===== config.mk =====
export PLATFORM = sky130hd
export DESIGN_NAME = compact_index_decoder_core
export DESIGN_NICKNAME = d
export VERILOG_FILES = /design/src/rtl/core/cid_pkg.sv /design/src/rtl/core/cid_in_reg.sv /design/src/rtl/core/cid_decode.sv /design/src/rtl/core/cid_out_reg.sv /design/src/rtl/core/compact_index_decoder_core.sv
export SDC_FILE = /design/constraint.sdc
export NUM_CORES = 1
export LEC_CHECK = 0
export BUFFER_PORTS_ARGS = -buffer_cell sky130_fd_sc_hd__buf_2
export CORE_ASPECT_RATIO = 1.4
export CORE_UTILIZATION = 45
export CTS_BUF_LIST = sky130_fd_sc_hd__clkbuf_2
export DETAILED_ROUTE_END_ITERATION = 16
export PLACE_DENSITY = 0.73
export SLEW_MARGIN = 20
export SYNTH_ARGS = -nofsm -noshare
export SYNTH_HDL_FRONTEND = slang
export SYNTH_HIERARCHICAL = 1
export SYNTH_SLANG_ARGS = --single-unit

===== constraint.sdc =====
create_clock -name clock -period 3.21 [get_ports clock]
set_clock_uncertainty 0.15 [all_clocks]
set_input_delay 0.4815 -clock clock [delete_from_list [all_inputs] [get_ports clock]]
set_output_delay 0.4815 -clock clock [all_outputs]
set_load 0.05 [all_outputs]

===== src/rtl/core/cid_pkg.sv =====
// Shared types and constants for the compact index decoder.
// Used by every module of the core; depends on nothing else.
`default_nettype none

package cid_pkg;

   // Field widths.
   localparam int unsigned ByteWidth  = 8;
   localparam int unsigned ValueWidth = 32;
   localparam int unsigned MagWidth   = 31;
   localparam int unsigned CountWidth = 3;
   localparam int unsigned StatWidth  = 2;

   // Stream bus widths (tdata padded to whole bytes).
   localparam int unsigned ReqDataWidth = 8;
   localparam int unsigned RspDataWidth = 40;

   // Highest byte count of one value, and the last payload limit.
   localparam logic [CountWidth-1:0] MaxBytes     = 3'd5;
   localparam logic [6:0]            LastByteMax  = 7'h0f;

   // Result status codes.
   typedef enum logic [StatWidth-1:0] {
      STAT_OK        = 2'd0,
      STAT_OVERFLOW  = 2'd1,
      STAT_OVERLONG  = 2'd2,
      STAT_TRUNCATED = 2'd3
   } status_type;

   // One input byte with its end-of-buffer mark.
   typedef struct packed {
      logic                 buffer_end;
      logic [ByteWidth-1:0] data_byte;
   } item_type;

   // One decoded result.
   typedef struct packed {
      status_type                    status;
      logic [CountWidth-1:0]         byte_count;
      logic signed [ValueWidth-1:0]  decoded_value;
   } result_type;

endpackage

`default_nettype wire


===== src/rtl/core/cid_in_reg.sv =====
// Input register of the compact index decoder: holds one request byte.
// Depends on cid_pkg.
`default_nettype none

module cid_in_reg (
   input  wire logic                           clock,
   input  wire logic                           reset,
   input  wire logic                           req_tvalid,
   output logic                                req_tready,
   input  wire logic [cid_pkg::ReqDataWidth-1:0] req_tdata,
   input  wire logic                           req_tlast,
   input  wire logic                           advance,
   output logic                                item_valid,
   output cid_pkg::item_type                   item
);

   logic              valid_ff;
   logic              valid_in;
   cid_pkg::item_type item_ff;
   logic              take;

   // A new request enters when the register is empty or drains this cycle.
   assign req_tready = !valid_ff || advance;
   assign take       = req_tvalid && req_tready;

   always_comb begin
      if (take) begin
         valid_in = 1'b1;
      end else if (advance) begin
         valid_in = 1'b0;
      end else begin
         valid_in = valid_ff;
      end
   end

   always_ff @(posedge clock) begin
      if (reset) begin
         valid_ff <= 1'b0;
      end else begin
         valid_ff <= valid_in;
      end
   end

   // Payload needs no reset.
   always_ff @(posedge clock) begin
      if (take) begin
         item_ff.data_byte  <= req_tdata[cid_pkg::ByteWidth-1:0];
         item_ff.buffer_end <= req_tlast;
      end
   end

   assign item_valid = valid_ff;
   assign item       = item_ff;

endmodule

`default_nettype wire


===== src/rtl/core/cid_decode.sv =====
// Decode step of the compact index decoder: pending-value state and the
// per-byte accumulate, sign and error logic. Depends on cid_pkg.
`default_nettype none

module cid_decode (
   input  wire logic                clock,
   input  wire logic                reset,
   input  wire logic                item_valid,
   input  wire cid_pkg::item_type   item,
   input  wire logic                advance,
   output logic                     result_valid,
   output cid_pkg::result_type      result
);

   logic [cid_pkg::MagWidth-1:0]   mag_ff, mag_in;
   logic [cid_pkg::CountWidth-1:0] seen_ff, seen_in;
   logic                           sign_ff, sign_in;

   logic [cid_pkg::MagWidth-1:0]   mag_new;
   logic [cid_pkg::MagWidth-1:0]   shifted;
   logic [6:0]                     payload;
   logic [cid_pkg::CountWidth-1:0] count;
   logic                           sign_new;
   logic                           first;
   logic                           emit;
   logic [cid_pkg::ValueWidth-1:0] mag_ext;

   assign payload = item.data_byte[6:0];
   assign first   = (seen_ff == '0) || (seen_ff >= cid_pkg::MaxBytes);
   assign count   = first ? 3'd1 : seen_ff + 3'd1;

   // Place a continuation payload at 6, 13, 20 or 27 bits.
   always_comb begin
      unique case (seen_ff)
         3'd1:    shifted = {18'd0, payload, 6'd0};
         3'd2:    shifted = {11'd0, payload, 13'd0};
         3'd3:    shifted = {4'd0, payload, 20'd0};
         default: shifted = {payload[3:0], 27'd0};
      endcase
   end

   // Work out the result and the next pending state for this byte.
   always_comb begin
      emit                 = 1'b0;
      result.status        = cid_pkg::STAT_OK;
      result.byte_count    = count;
      sign_new             = sign_ff;
      mag_new              = mag_ff;
      if (first) begin
         sign_new = item.data_byte[7];
         mag_new  = {25'd0, item.data_byte[5:0]};
         if (!item.data_byte[6]) begin
            emit = 1'b1;
         end else if (item.buffer_end) begin
            emit          = 1'b1;
            result.status = cid_pkg::STAT_TRUNCATED;
         end
      end else begin
         mag_new = mag_ff | shifted;
         if (seen_ff == 3'd4 && payload > cid_pkg::LastByteMax) begin
            emit          = 1'b1;
            result.status = cid_pkg::STAT_OVERFLOW;
         end else if (!item.data_byte[7]) begin
            emit = 1'b1;
         end else if (count >= cid_pkg::MaxBytes) begin
            emit          = 1'b1;
            result.status = cid_pkg::STAT_OVERLONG;
         end else if (item.buffer_end) begin
            emit          = 1'b1;
            result.status = cid_pkg::STAT_TRUNCATED;
         end
      end

      // Apply the sign; every error carries a zero value.
      mag_ext = {1'b0, mag_new};
      if (result.status != cid_pkg::STAT_OK) begin
         result.decoded_value = '0;
      end else if (sign_new) begin
         result.decoded_value = -mag_ext;
      end else begin
         result.decoded_value = mag_ext;
      end
   end

   assign result_valid = item_valid && emit;

   // Any result clears the pending value; otherwise keep gathering.
   always_comb begin
      mag_in  = mag_ff;
      seen_in = seen_ff;
      sign_in = sign_ff;
      if (item_valid && advance) begin
         if (emit) begin
            mag_in  = '0;
            seen_in = '0;
            sign_in = 1'b0;
         end else begin
            mag_in  = mag_new;
            seen_in = count;
            sign_in = sign_new;
         end
      end
   end

   always_ff @(posedge clock) begin
      if (reset) begin
         mag_ff  <= '0;
         seen_ff <= '0;
         sign_ff <= 1'b0;
      end else begin
         mag_ff  <= mag_in;
         seen_ff <= seen_in;
         sign_ff <= sign_in;
      end
   end

endmodule

`default_nettype wire


===== src/rtl/core/cid_out_reg.sv =====
// Output register of the compact index decoder: holds one result until the
// response side takes it. Depends on cid_pkg.
`default_nettype none

module cid_out_reg (
   input  wire logic                           clock,
   input  wire logic                           reset,
   input  wire logic                           load,
   input  wire cid_pkg::result_type            result,
   output logic                                out_free,
   output logic                                rsp_tvalid,
   input  wire logic                           rsp_tready,
   output logic [cid_pkg::RspDataWidth-1:0]    rsp_tdata,
   output logic [cid_pkg::StatWidth-1:0]       rsp_tuser
);

   logic                valid_ff, valid_in;
   cid_pkg::result_type result_ff;

   // The register can take a result when empty or being read this cycle.
   assign out_free = !valid_ff || rsp_tready;

   always_comb begin
      if (load) begin
         valid_in = 1'b1;
      end else if (rsp_tready) begin
         valid_in = 1'b0;
      end else begin
         valid_in = valid_ff;
      end
   end

   always_ff @(posedge clock) begin
      if (reset) begin
         valid_ff <= 1'b0;
      end else begin
         valid_ff <= valid_in;
      end
   end

   always_ff @(posedge clock) begin
      if (load) begin
         result_ff <= result;
      end
   end

   // Pack value and count into tdata, zero padded to whole bytes.
   assign rsp_tvalid = valid_ff;
   assign rsp_tdata  = {5'd0, result_ff.byte_count, result_ff.decoded_value};
   assign rsp_tuser  = result_ff.status;

endmodule

`default_nettype wire


===== src/rtl/core/compact_index_decoder_core.sv =====
// Compact index decoder: takes one encoded byte per request and returns one
// response each time a signed value completes or an error is found. A new
// byte is accepted every clock cycle unless the input register is stalled;
// the byte is held in the input register and its response in the output
// register, which presents it on the response side.
// Back-pressure on the response side stalls a byte that would produce a response
// while the output register is full and not read, and new requests behind it.
`default_nettype none

module compact_index_decoder_core (
   input  wire logic                           clock,
   input  wire logic                           reset,
   input  wire logic                           req_tvalid,
   output logic                                req_tready,
   // [7:0] data_byte
   input  wire logic [cid_pkg::ReqDataWidth-1:0] req_tdata,
   // buffer_end
   input  wire logic                           req_tlast,
   output logic                                rsp_tvalid,
   input  wire logic                           rsp_tready,
   // [31:0] decoded_value, [34:32] byte_count, [39:35] zero
   output logic [cid_pkg::RspDataWidth-1:0]    rsp_tdata,
   // [1:0] status
   output logic [cid_pkg::StatWidth-1:0]       rsp_tuser
);

   logic                item_valid;
   cid_pkg::item_type   item;
   logic                result_valid;
   cid_pkg::result_type result;
   logic                out_free;
   logic                advance;

   // A byte leaves the input register unless its response cannot be stored.
   assign advance = item_valid && (!result_valid || out_free);

   cid_in_reg u_in_reg (
      .clock      (clock),
      .reset      (reset),
      .req_tvalid (req_tvalid),
      .req_tready (req_tready),
      .req_tdata  (req_tdata),
      .req_tlast  (req_tlast),
      .advance    (advance),
      .item_valid (item_valid),
      .item       (item)
   );

   cid_decode u_decode (
      .clock        (clock),
      .reset        (reset),
      .item_valid   (item_valid),
      .item         (item),
      .advance      (advance),
      .result_valid (result_valid),
      .result       (result)
   );

   cid_out_reg u_out_reg (
      .clock      (clock),
      .reset      (reset),
      .load       (advance && result_valid),
      .result     (result),
      .out_free   (out_free),
      .rsp_tvalid (rsp_tvalid),
      .rsp_tready (rsp_tready),
      .rsp_tdata  (rsp_tdata),
      .rsp_tuser  (rsp_tuser)
   );

endmodule

`default_nettype wire


# Yosys cells after proc, flatten, opt, wreduce, memory -nomap -nowiden
# Cells that the tools add are included.
# totals
input_bits,13
elab_cells,64
reg_bits,83
output_inout_bits,44
# classes
n_reduce_logical,18
muxes,24
eq_ne,4
bitwise,2
order_cmp,3
addsub,2
# ops
operator,count
two-way mux 31 bit,3
one-hot mux 31 bit (3 select lines),1
negator 31 -> 32 bit,1
bitwise OR 31 bit,1
two-way mux 1 bit,12
two-way mux 2 bit,6
"greater-than comparator 7 x 4 -> 1 bit, second input constant",1
"== test 3 x 2 -> 1 bit, second input constant",2
">= comparator 3 bit, second input constant",2
logical AND 1 bit,6
two-way mux 3 bit,2
nonzero test 2 bit,3
logical OR 1 bit,4
"adder 3 x 1 -> 3 bit, second input constant",1
"== test 3 x 1 -> 1 bit, second input constant",1
"== test 3 bit, second input constant",1
zero test 1 bit,3
zero test 3 bit,1
OR reduction 2 bit,1
inverter 1 bit,1

# Depth between registers and ports, before layout
# Gate-level depths: netlist of run 1.
# logic_depth
word_depth,15
mapped_depth,15

# Cells and area by module
# Netlist of run 1, hierarchy kept.
# modules_own_cells
module,area_per_inst_um2,seq_area_each_um2,cells_per_inst,instances
cid_decode,3276.9,700.7,482,1
cid_out_reg,1198.6,1131.1,47,1
cid_in_reg,325.3,290.3,14,1
compact_index_decoder_core,18.8,0.0,3,1

# Least setup slack after synthesis of run 1
# OpenSTA, ideal clock, no wires.
# synth_timing
kind,reg2reg
startpoint,register u_decode/seen_ff[1] (netlist name)
endpoint,"register u_out_reg.result_ff, in the netlist u_out_reg/rsp_tdata[24] (data pin)"
slack_ps,-153
stages_incl_launch_ff,13
arrival_ps,3066
cell_sequence,dfxtp_1 > inv_1 > ha_1 > nor3b_4 > buf_6 > nor2_1 > mux2i_1 > ha_1 > o211ai_1 > a211oi_4 > a31oi_4 > or4_1 > a21oi_1
# synth_via
elab_chain_len,9
word_cells_on_any_way,22
classes_between,add/sub: 2; order compare: 2; eq/ne: 4; mux: 9; bitwise: 1; reduce/logical: 4
# synth_rtl
element,line,rtl
"start, declared",cid_decode.sv:16,"logic [cid_pkg::CountWidth-1:0] seen_ff, seen_in;"
"start signal, assigned",cid_decode.sv:112,seen_ff <= seen_in;
branches (longest 9 deep; another with negator 31 -> 32 bit),--,
"end signal, assigned",cid_out_reg.sv:43,result_ff <= result;
"end, declared",cid_out_reg.sv:18,cid_pkg::result_type result_ff;
# Parallel ways; which one is timed is not known.
# A chain may end at the register's enable or synchronous reset.

# Worst setup path after layout of run 1
# layout_timing
startpoint,register u_decode/seen_ff[1] (netlist name)
endpoint,output port req_tready
# layout_via
elab_chain_len,13
word_cells_on_any_way,17
classes_between,add/sub: 1; order compare: 2; eq/ne: 1; mux: 5; reduce/logical: 8
# layout_rtl
element,line,rtl
>= comparator 3 bit or zero test 3 bit (tied branches),cid_decode.sv:29,assign first = (seen_ff == '0) || (seen_ff >= cid_pkg::MaxBytes);
logical OR 1 bit,cid_decode.sv:29,
two-way mux 3 bit,cid_decode.sv:30,assign count = first ? 3'd1 : seen_ff + 3'd1;
>= comparator 3 bit,cid_decode.sv:65,end else if (count >= cid_pkg::MaxBytes) begin
two-way mux 1 bit,cid_decode.sv:65,
two-way mux 1 bit,cid_decode.sv:63,end else if (!item.data_byte[7]) begin
two-way mux 1 bit,cid_decode.sv:60,if (seen_ff == 3'd4 && payload > cid_pkg::LastByteMax) begin
two-way mux 1 bit (*),cid_decode.sv:49,if (first) begin
logical AND 1 bit (*),cid_decode.sv:85,assign result_valid = item_valid && emit;
via result_valid,compact_index_decoder_core.sv:29,logic result_valid;
zero test 1 bit (*),compact_index_decoder_core.sv:35,assign advance = item_valid && (!result_valid || out_free);
logical OR 1 bit (*),compact_index_decoder_core.sv:35,
logical AND 1 bit (*),compact_index_decoder_core.sv:35,
via advance,compact_index_decoder_core.sv:32,logic advance;
logical OR 1 bit (*),cid_in_reg.sv:23,assign req_tready = !valid_ff || advance;
"end, declared",compact_index_decoder_core.sv:14,"output logic req_tready,"
# Mark *: on every way through the listed nets, which the timed path passes. The rest lies on a longest branch.

==> results of run 1 <==
==> area by class of cell <==
cell class	count	area share
Multi-Input combinational cell	413	0.4355
Sequential cell	83	0.3650
Timing Repair Buffer	122	0.1449
Tap cell	138	0.02958
Clock inverter	6	0.009644
Clock buffer	10	0.008573
Inverter	10	0.006858
==> cell families (layout without fill, tap and decap cells) <==
family,Yosys count,after routing,synth area share
xor+xnor,18,18,0.03271
buf+inv,54,148,0.05166
compound gates,159,159,0.2186
mux,9,9,0.01895
flops,83,83,0.4403
simple gates,216,216,0.2215
fa+ha+maj,6,6,0.01558
other cells,1,5,0.0007781
==> stage by stage <==
stage	TNS [ps]	hold slack, ps	cells	util
3_3_place_gp	0	300.5	743	0.5221
2_1_floorplan	0	281.6	550	-
5_1_grt	-52.60	292.2	782	0.5611
4_1_cts	0	256.8	779	0.5571
3_5_place_dp	0	309.9	743	0.5221
6_report	0	294.5	782	0.5611
==> timing repair <==
action / CTS / global route
hold endpoints to repair: 11 / 0
hold buffers: 11 / 0
setup endpoints to repair: 1 / 6
pin swaps: 5 / 6
buffers inserted: 9 / 3
resized for setup: 19 / 7
==> critical path, stage by stage (launching register included) <==
cell and delay (ps):
dfxtp_4 410, inv_4 40, ha_4 160, buf_6 140
or3b_4 400, nand3_4 90, o21a_1 140, nor2_2 50
nor2b_2 140, a21boi_2 70, nand2b_4 150, buf_8 150
==> synth_stat cells (6+ instances only) <==
cell / instances / area, um2
mux2i_1: 8 / 80.08
a21oi_1: 56 / 280.3
o31ai_1: 8 / 60.06
buf_4: 7 / 52.55
dfxtp_1: 37 / 740.7
o2bb2ai_1: 6 / 52.55
a211oi_1: 7 / 52.55
o21ai_0: 19 / 95.09
a41oi_1: 6 / 52.55
a31oi_1: 14 / 87.58
edfxtp_1: 46 / 1381
nor2_1: 77 / 289.0
ha_1: 6 / 75.07
nand2_1: 44 / 165.2
o211ai_1: 6 / 45.04
a22oi_1: 9 / 67.56
nor4_1: 7 / 43.79
nand4_1: 11 / 68.82
inv_1: 10 / 37.54
xor2_1: 7 / 61.31
clkbuf_1: 27 / 101.4
nand3_1: 26 / 130.1
nor3_1: 20 / 100.1
xnor2_1: 11 / 96.34
==> power breakdown <==
part	internal, uW	switching (uW)
clock network	178	369
logic	115	221
registers	1150	18.7
==> flip-flops by register name, indices dropped and copies added, names as in the netlist <==
name,count
u_decode/seen_ff,3
u_in_reg/item,9
u_decode/sign_ff,1
u_out_reg/rsp_tuser,2
u_out_reg/rsp_tvalid,1
u_decode/mag_ff,31
u_in_reg/item_valid,1
u_out_reg/rsp_tdata,35
==> final timing paths <==
kind                             from                      end  slack [ps]  depth (start not counted)
hold / removal                  reset      u_decode/seen_ff[1]         290                          2
setup / recovery  u_decode/seen_ff[1]               req_tready          70                         11
hold reg to reg   u_decode/mag_ff[12]      u_decode/mag_ff[12]         340                          2
setup reg to reg  u_decode/seen_ff[0]  u_out_reg/rsp_tdata[23]         100                         10
==> layer usage <==
| layer | track usage | vias up | routed length, um |
|---|---|---|---|
| met1 | 0.3758 | 2307 | 6228 |
| met3 | 0.05036 | 53 | 896 |
| li1 | - | 2200 | - |
| met2 | 0.4598 | 268 | 7539 |
| met4 | 0.1335 | 0 | 690 |
| met5 | 0 | - | 0 |
==> reports/results.txt, run 1 <==
Post-synth EDFFs -> 46
final critical-path required period -> 3140 ps
Reg area -> 0.002131 mm2
status -> finished clean
crit share post-route -> 0.9781
P&R area growth vs syn -> 21.13%
worst hold path class -> primary input to flop
number of H-tree levels -> 3
footprint of the multi-input gates -> 0.002542 mm2
1st-iter DRT viols -> 445
antenna viol nets, final -> 0
power per standard cell area -> 351.8 mW/mm2
Final Instance Area -> 0.005838 mm2
Reg clk slew, reported paths -> 230 ps
port buffer count -> 51
mapped cell area -> 0.004820 mm2
First-pass DRT Iterations -> 6
CTS Sinks -> 83
Clock Latency Late Sink -> 570 ps
Post-synth ARST share -> 0
Die Span Y -> 124.5 um
clk buf depth -> 2
Via density -> 6.174
# IOs -> 57
Final Hold Viols -> 0
GRT Overall Usage -> 0.2892
YS warnings -> 6
Leakage -> 0.002205 uW
placed cell areas -> 0.005433 mm2
synthesized flop and latch total -> 83
layout cells sized above 1 -> 0.2469
RSZ-0062 raised after global routing -> yes
Placer Congestion -> 0.9937
critical-path maximum fanout -> 11
max-cap viol count -> 0
startpoint types -> flop
CP required -> 2580 ps
grt total ovfl -> 0
row count -> 44
vias in the first global route -> 4522
core area -> 0.01041 mm2
Slew HR -> 0.2766
Routed WL -> 15.36 mm
Routed WL per cell -> 19.64 um
Final HPWL DP -> 11.15 mm
critical path type -> flop to primary output
Data arrival, critical path -> 2510 ps
antenna cells -> 0
Root Driver -> clkbuf_2
CTS tree -> yes
Slew @ Worst Pin -> 1070 ps
setup ws final -> 70.29 ps
post-synth cell types -> 65
CTS Buf Count -> 9
Fill cells -> 939
Gate Count Post-Synth -> 546
DRC -> 0
starting density of the core -> 0.4632
largest net degree at the start of global routing -> 34
Worst VDD drop -> 184.2 uV
dpl ws -> 113.5 ps
# setup viols final -> 0
most frequent cells in the layout -> nor2_1 (74), buf_4 (57), a21oi_1 (56), buf_2 (50), edfxtp_1 (46)
Final Slew Violations -> 0
nets@finish -> 658
total die area -> 0.01113 mm2
synthesized area per cell -> 8.827 um2
antenna violations before repair -> 0
CP endpoint kind -> primary output
register area share after synthesis -> 0.4403
Synth Flop Type -> edfxtp_1
first-pass GRT wire length -> 24.11 mm
most common cell after layout, fill and taps aside -> nor2_1
vias -> 4828
DIE WIDTH -> 89.47 um
fmax -> 0.3185 GHz
Power Total -> 2054 uW
(Power assumes the default switching activity.)
==> inputs of run 2 (changes only) <==
Settings changed: PLACE_DENSITY 0.73 to 0.7.
Clock period 3.21 ns to 3.9 ns, I/O delays scaled along.
==> reports/results.txt, run 2 (synthesis results as in run 1) <==
Final HPWL DP -> 10.73 mm (was 11.15 mm)
Leakage -> 0.002039 uW (was 0.002205 uW)
antenna cells -> 0 (unchanged)
Reg clk slew, reported paths -> 220 ps (was 230 ps)
placed cell count -> 728 (was 743)
critical path type -> flop to primary output (unchanged)
Final Slew Violations -> 0 (unchanged)
worst path bufs/invs -> 3 (unchanged)
grt total ovfl -> 0 (unchanged)
starting density of the core -> 0.4632 (unchanged)
CTS tree -> yes (unchanged)
final critical-path required period -> 3718 ps
antenna violations before repair -> 0 (unchanged)
number of H-tree levels -> 3 (unchanged)
core area -> 0.01041 mm2 (unchanged)
total die area -> 0.01113 mm2 (unchanged)
max reg flops -> 35 (unchanged)
Worst VDD drop -> 155.2 uV (was 184.2 uV)
# IOs -> 57 (unchanged)
Layout Cells excl Fill -> 753 (was 782)
DIE WIDTH -> 89.47 um (unchanged)
power per standard cell area -> 291.3 mW/mm2 (was 351.8 mW/mm2)
P&R area growth vs syn -> 13.91% (was 21.13%)
Slew @ Worst Pin -> 1050 ps (was 1070 ps)
status -> finished clean (unchanged)
crit share post-route -> 0.9534
nets@finish -> 629 (was 658)
setup ws final -> 181.6 ps (was 70.29 ps)
Data arrival, critical path -> 2980 ps (was 2510 ps)
Final Hold Viols -> 0 (unchanged)
row count -> 44 (unchanged)
CP required -> 3160 ps (was 2580 ps)
max-cap viol count -> 0 (unchanged)
fmax -> 0.2689 GHz
vias in the first global route -> 4263 (was 4522)
First-pass DRT Iterations -> 6 (unchanged)
worst hold path class -> primary input to flop (unchanged)
Routed WL -> 14.70 mm (was 15.36 mm)
layout cells sized above 1 -> 0.1902 (was 0.2469)
# setup viols final -> 0 (unchanged)
1st-iter DRT viols -> 426 (was 445)
Post-CTS Setup Bufs -> 0 (was 9)
port buffer count -> 51 (unchanged)
CTS Sinks -> 83 (unchanged)
Routed WL per cell -> 19.52 um (was 19.64 um)
clk buf depth -> 2 (unchanged)
CTS Buf Count -> 9 (unchanged)
most frequent cells in the layout -> nor2_1 (76), a21oi_1 (56), buf_2 (51), edfxtp_1 (46), nand2_1 (44) (was nor2_1 (74), buf_4 (57), a21oi_1 (56), buf_2 (50), edfxtp_1 (46))
Die Span Y -> 124.5 um (unchanged)
worst hold margin -> 84.31 ps (was 294.5 ps)
Root Driver -> clkbuf_2 (unchanged)
Worst path top cell family by delay -> simple AND/OR/NAND/NOR gates (unchanged)
Slew HR -> 0.2902 (was 0.2766)
RSZ-0062 raised after global routing -> yes (unchanged)
first-pass GRT wire length -> 22.68 mm (was 24.11 mm)
Via density -> 6.096 (was 6.174)
DRC -> 0 (unchanged)
startpoint types -> flop (unchanged)
fin util -> 0.5277 (was 0.5611)
CP cell instances -> inv_1, ha_1, nor3b_4, buf_4, o211ai_1, o21a_1, nor2_1, nor2b_1, a21boi_1, nand2b_4, buf_2 (was inv_4, ha_4, buf_6, or3b_4, nand3_4, o21a_1, nor2_2, nor2b_2, a21boi_2, nand2b_4, buf_8)
CP max stage cell -> dfxtp_4 (unchanged)
most common cell after layout, fill and taps aside -> nor2_1 (unchanged)
GRT Overall Usage -> 0.2724 (was 0.2892)
reg2reg setup slack -> 330 ps (was 100 ps)
largest net degree at the start of global routing -> 39 (was 34)
CP endpoint kind -> primary output (unchanged)
dpl ws -> 341.9 ps (was 113.5 ps)
Clock Latency Late Sink -> 560 ps (was 570 ps)
antenna viol nets, final -> 0 (unchanged)
CP max stage delay -> 460 ps (was 410 ps)
critical-path maximum fanout -> 12 (was 11)
Placer Congestion -> 0.9403 (was 0.9937)
vias -> 4590 (was 4828)
TNS Setup -> 0 ps (unchanged)
run 2: cell count changes in the layout (fill, tap and decap cells not counted), sizes merged:
cell         change
buf             -27
bufinv           -1
clkbuf           -1
clkinv           +3
dlygate4sd3      -2
inv              -1
run 2: cell type report:
cell class	instances	area (um2)
Fill cell	973	4915
Inverter	10	37.54
Multi-Input combinational cell	413	2471
Clock buffer	9	45.04
Sequential cell	83	2126
Tap cell	138	172.7
Timing Repair Buffer	93	593.1
Clock inverter	7	45.04
run 2: layer usage:
layer | GRT usage | vias up | part of all wire
met5 | 0 | - | 0
met1 | 0.3564 | 2209 | 0.42
met2 | 0.4212 | 203 | 0.48
li1 | - | 2138 | -
met4 | 0.1475 | 0 | 0.047
met3 | 0.04506 | 40 | 0.053
run 2: repair_timing:
item / 4_1_cts / 5_1_grt
endpoints found under the hold margin: 8 / 1
hold buffers: 8 / 1
gates resized for setup: 2 / 3
setup endpoints to repair: 1 / 2
run 2: worst min-delay path, delay by kind of cell:
family | cells | cell delay (ps)
buffers and inverters | 2 | 150
AO/OA/AOI/OAI | 1 | 40
run 2: final timing paths:
path,from,cells past startpoint,end
worst max-delay path,u_decode/seen_ff[1],11,req_tready
worst min-delay path,req_tvalid,3,u_in_reg/item_valid
worst max register to register,u_decode/seen_ff[0],11,u_out_reg/rsp_tdata[24]
worst min register to register,u_decode/mag_ff[30],2,u_decode/mag_ff[30]
run 2: through the flow:
| step | instance area, um2 | power (uW) |
|---|---|---|
| finish | 5490 | 1599 |
| global route | 5490 | 1674 |
| CTS | 5473 | 1617 |
| detailed placement | 5301 | 1223 |
| global placement | 5301 | 1221 |
| floorplan | 4835 | 1156 |
run 2: power breakdown:
part	switching, uW	leakage [uW]	internal, uW
clock	304	0.0000630	82.1
sequential	17.4	0.000720	949
combinational	170	0.00126	77.4
==> inputs of run 3 (changes only) <==
Settings changed: BUFFER_PORTS_ARGS -buffer_cell sky130_fd_sc_hd__buf_2 to -buffer_cell sky130_fd_sc_hd__buf_4.
==> reports/results.txt, run 3 (synthesis results as in run 1) <==
status -> finished clean (unchanged)
RSZ-0062 raised after global routing -> no (was yes)
startpoint types -> flop (unchanged)
Data arrival, critical path -> 2900 ps (was 2980 ps)
Layout Cells excl Fill -> 748 (was 753)
Clock Latency Late Sink -> 550 ps (was 560 ps)
Final Slew Violations -> 0 (unchanged)
Power Total -> 1684 uW (was 1599 uW)
first-pass GRT wire length -> 23.01 mm (was 22.68 mm)
row count -> 44 (unchanged)
combinational share of power -> 0.151 (was 0.155)
Leakage -> 0.002057 uW (was 0.002039 uW)
Routed WL -> 14.88 mm (was 14.70 mm)
vias in the first global route -> 4158 (was 4263)
vias -> 4577 (was 4590)
Fill cells -> 977 (was 973)
CTS tree -> yes (unchanged)
largest net degree at the start of global routing -> 39 (unchanged)
met3 wire length -> 792 um (was 779 um)
setup ws final -> 261.5 ps (was 181.6 ps)
CP required -> 3160 ps (about the same)
Slew HR -> 0.4344 (was 0.2902)
CP endpoint kind -> primary output (unchanged)
# setup viols final -> 0 (unchanged)
P&R area growth vs syn -> 16.38% (was 13.91%)
# IOs -> 57 (unchanged)
antenna violations before repair -> 0 (unchanged)
Routed WL per cell -> 19.89 um (was 19.52 um)
DR top layer -> met4 (unchanged)
DIE WIDTH -> 89.47 um (unchanged)
routed wl met2 -> 7.089 mm (was 6.996 mm)
Reg area -> 0.002127 mm2 (was 0.002126 mm2)
Root Driver -> clkbuf_2 (unchanged)
final critical-path required period -> 3639 ps (was 3718 ps)
GRT Overall Usage -> 0.2770 (was 0.2724)
dpl ws -> 277.8 ps (was 341.9 ps)
antenna viol nets, final -> 0 (unchanged)
footprint of the multi-input gates -> 0.002469 mm2 (was 0.002471 mm2)
DRC -> 0 (unchanged)
worst hold path class -> primary input to flop (unchanged)
starting density of the core -> 0.4632 (unchanged)
DRT met1 WL -> 6.271 mm (was 6.236 mm)
Min-Delay Path Depth -> 3 (unchanged)
max reg flops -> 35 (unchanged)
crit share post-route -> 0.9330 (was 0.9534)
max-cap viol count -> 0 (unchanged)
Final HPWL DP -> 10.86 mm (was 10.73 mm)
P_sw -> 500.2 uW (was 491.0 uW)
Final Hold Viols -> 0 (unchanged)
TNS Setup -> 0 ps (unchanged)
reg2reg setup slack -> 450 ps (was 330 ps)
CTS Buf Count -> 9 (unchanged)
Reg power frac -> 0.575 (was 0.604)
layout cells sized above 1 -> 0.1836 (was 0.1902)
switch share -> 0.2971 (was 0.3070)
most frequent cells in the layout -> buf_4 (79), nor2_1 (76), a21oi_1 (56), edfxtp_1 (46), nand2_1 (44) (was nor2_1 (76), a21oi_1 (56), buf_2 (51), edfxtp_1 (46), nand2_1 (44))
nets@finish -> 624 (was 629)
Worst VDD drop -> 302.9 uV (was 155.2 uV)
Die Span Y -> 124.5 um (unchanged)
number of H-tree levels -> 3 (unchanged)
port buffer count -> 51 (unchanged)
CTS Sinks -> 83 (unchanged)
1st-iter DRT viols -> 414 (was 426)
power per standard cell area -> 300.2 mW/mm2 (was 291.3 mW/mm2)
fmax -> 0.2748 GHz (was 0.2689 GHz)
most common cell after layout, fill and taps aside -> buf_4 (was nor2_1)
Via density -> 6.119 (was 6.096)
Pint -> 1184 uW (was 1108 uW)
Slew @ Worst Pin -> 848.4 ps (was 1050 ps)
clk buf depth -> 2 (unchanged)
Placer Congestion -> 0.9614 (was 0.9403)
First-pass DRT Iterations -> 5 (was 6)
critical-path maximum fanout -> 12 (unchanged)
placed cell count -> 722 (was 728)
core area -> 0.01041 mm2 (unchanged)
critical path type -> flop to primary output (unchanged)
worst r2r path cells -> 11 (unchanged)
grt total ovfl -> 0 (unchanged)
total die area -> 0.01113 mm2 (unchanged)
antenna cells -> 0 (unchanged)
clock power share -> 0.274 (was 0.241)
Reg clk slew, reported paths -> 240 ps (was 220 ps)
run 3: power groups by stage:
| stage | logic [uW] | registers (uW) | clock network (uW) |
|---|---|---|---|
| CTS | 253 | 968 | 478 |
| global route | 272 | 971 | 508 |
| finish | 255 | 968 | 462 |
| floorplan | 143 | 1010 | 0 |
| global placement | 241 | 986 | 0 |
| detailed placement | 245 | 987 | 0 |
run 3: worst max-delay path, cell delays in order, from the launching register on:
cell      delay [ps]
dfxtp_4          430
inv_1             70
ha_2             260
nor3b_4          210
buf_4            230
o211ai_1         170
o21a_1           220
nor2_1           130
nor2b_1           80
a21boi_1         190
nand2b_4         180
buf_4            200
run 3: per-stage QoR:
stage                 util  hold slack (ps)  instance area, um2
floorplan                -            281.6                4835
global placement    0.5174            292.8                5384
global route        0.5391            50.37                5609
detailed placement  0.5174            299.6                5384
finish              0.5391            99.44                5609
CTS                 0.5378            62.03                5595
run 3: path summary, 6_finish.rpt:
path	startpoint	to
worst min-delay path	req_tvalid	u_in_reg/item_valid
worst min register to register	u_decode/mag_ff[30]	u_decode/mag_ff[30]
worst max register to register	u_decode/seen_ff[1]	u_out_reg/rsp_tdata[24]
worst max-delay path	u_decode/seen_ff[1]	req_tready
run 3: layer usage:
metal | vias up | global-route usage
li1 | 2131 | -
met1 | 2167 | 0.3695
met2 | 224 | 0.4369
met3 | 55 | 0.03247
met4 | 0 | 0.1363
met5 | - | 0
run 3: final cells by class:
class,instances,area share
clock buffer,9,0.008030
clock inverter,7,0.01338
inverter,10,0.006692
multi-input combinational,413,0.4401
sequential,83,0.3792
tap,138,0.03078
timing repair buffer,88,0.1218
run 3: what timing repair did:
action                                  4_1_cts  5_1_grt
hold buffers                                  9        0
buffers inserted                              0        1
resized for setup                             1        3
endpoints found under the hold margin         9        0
endpoints found under the setup margin        1        1
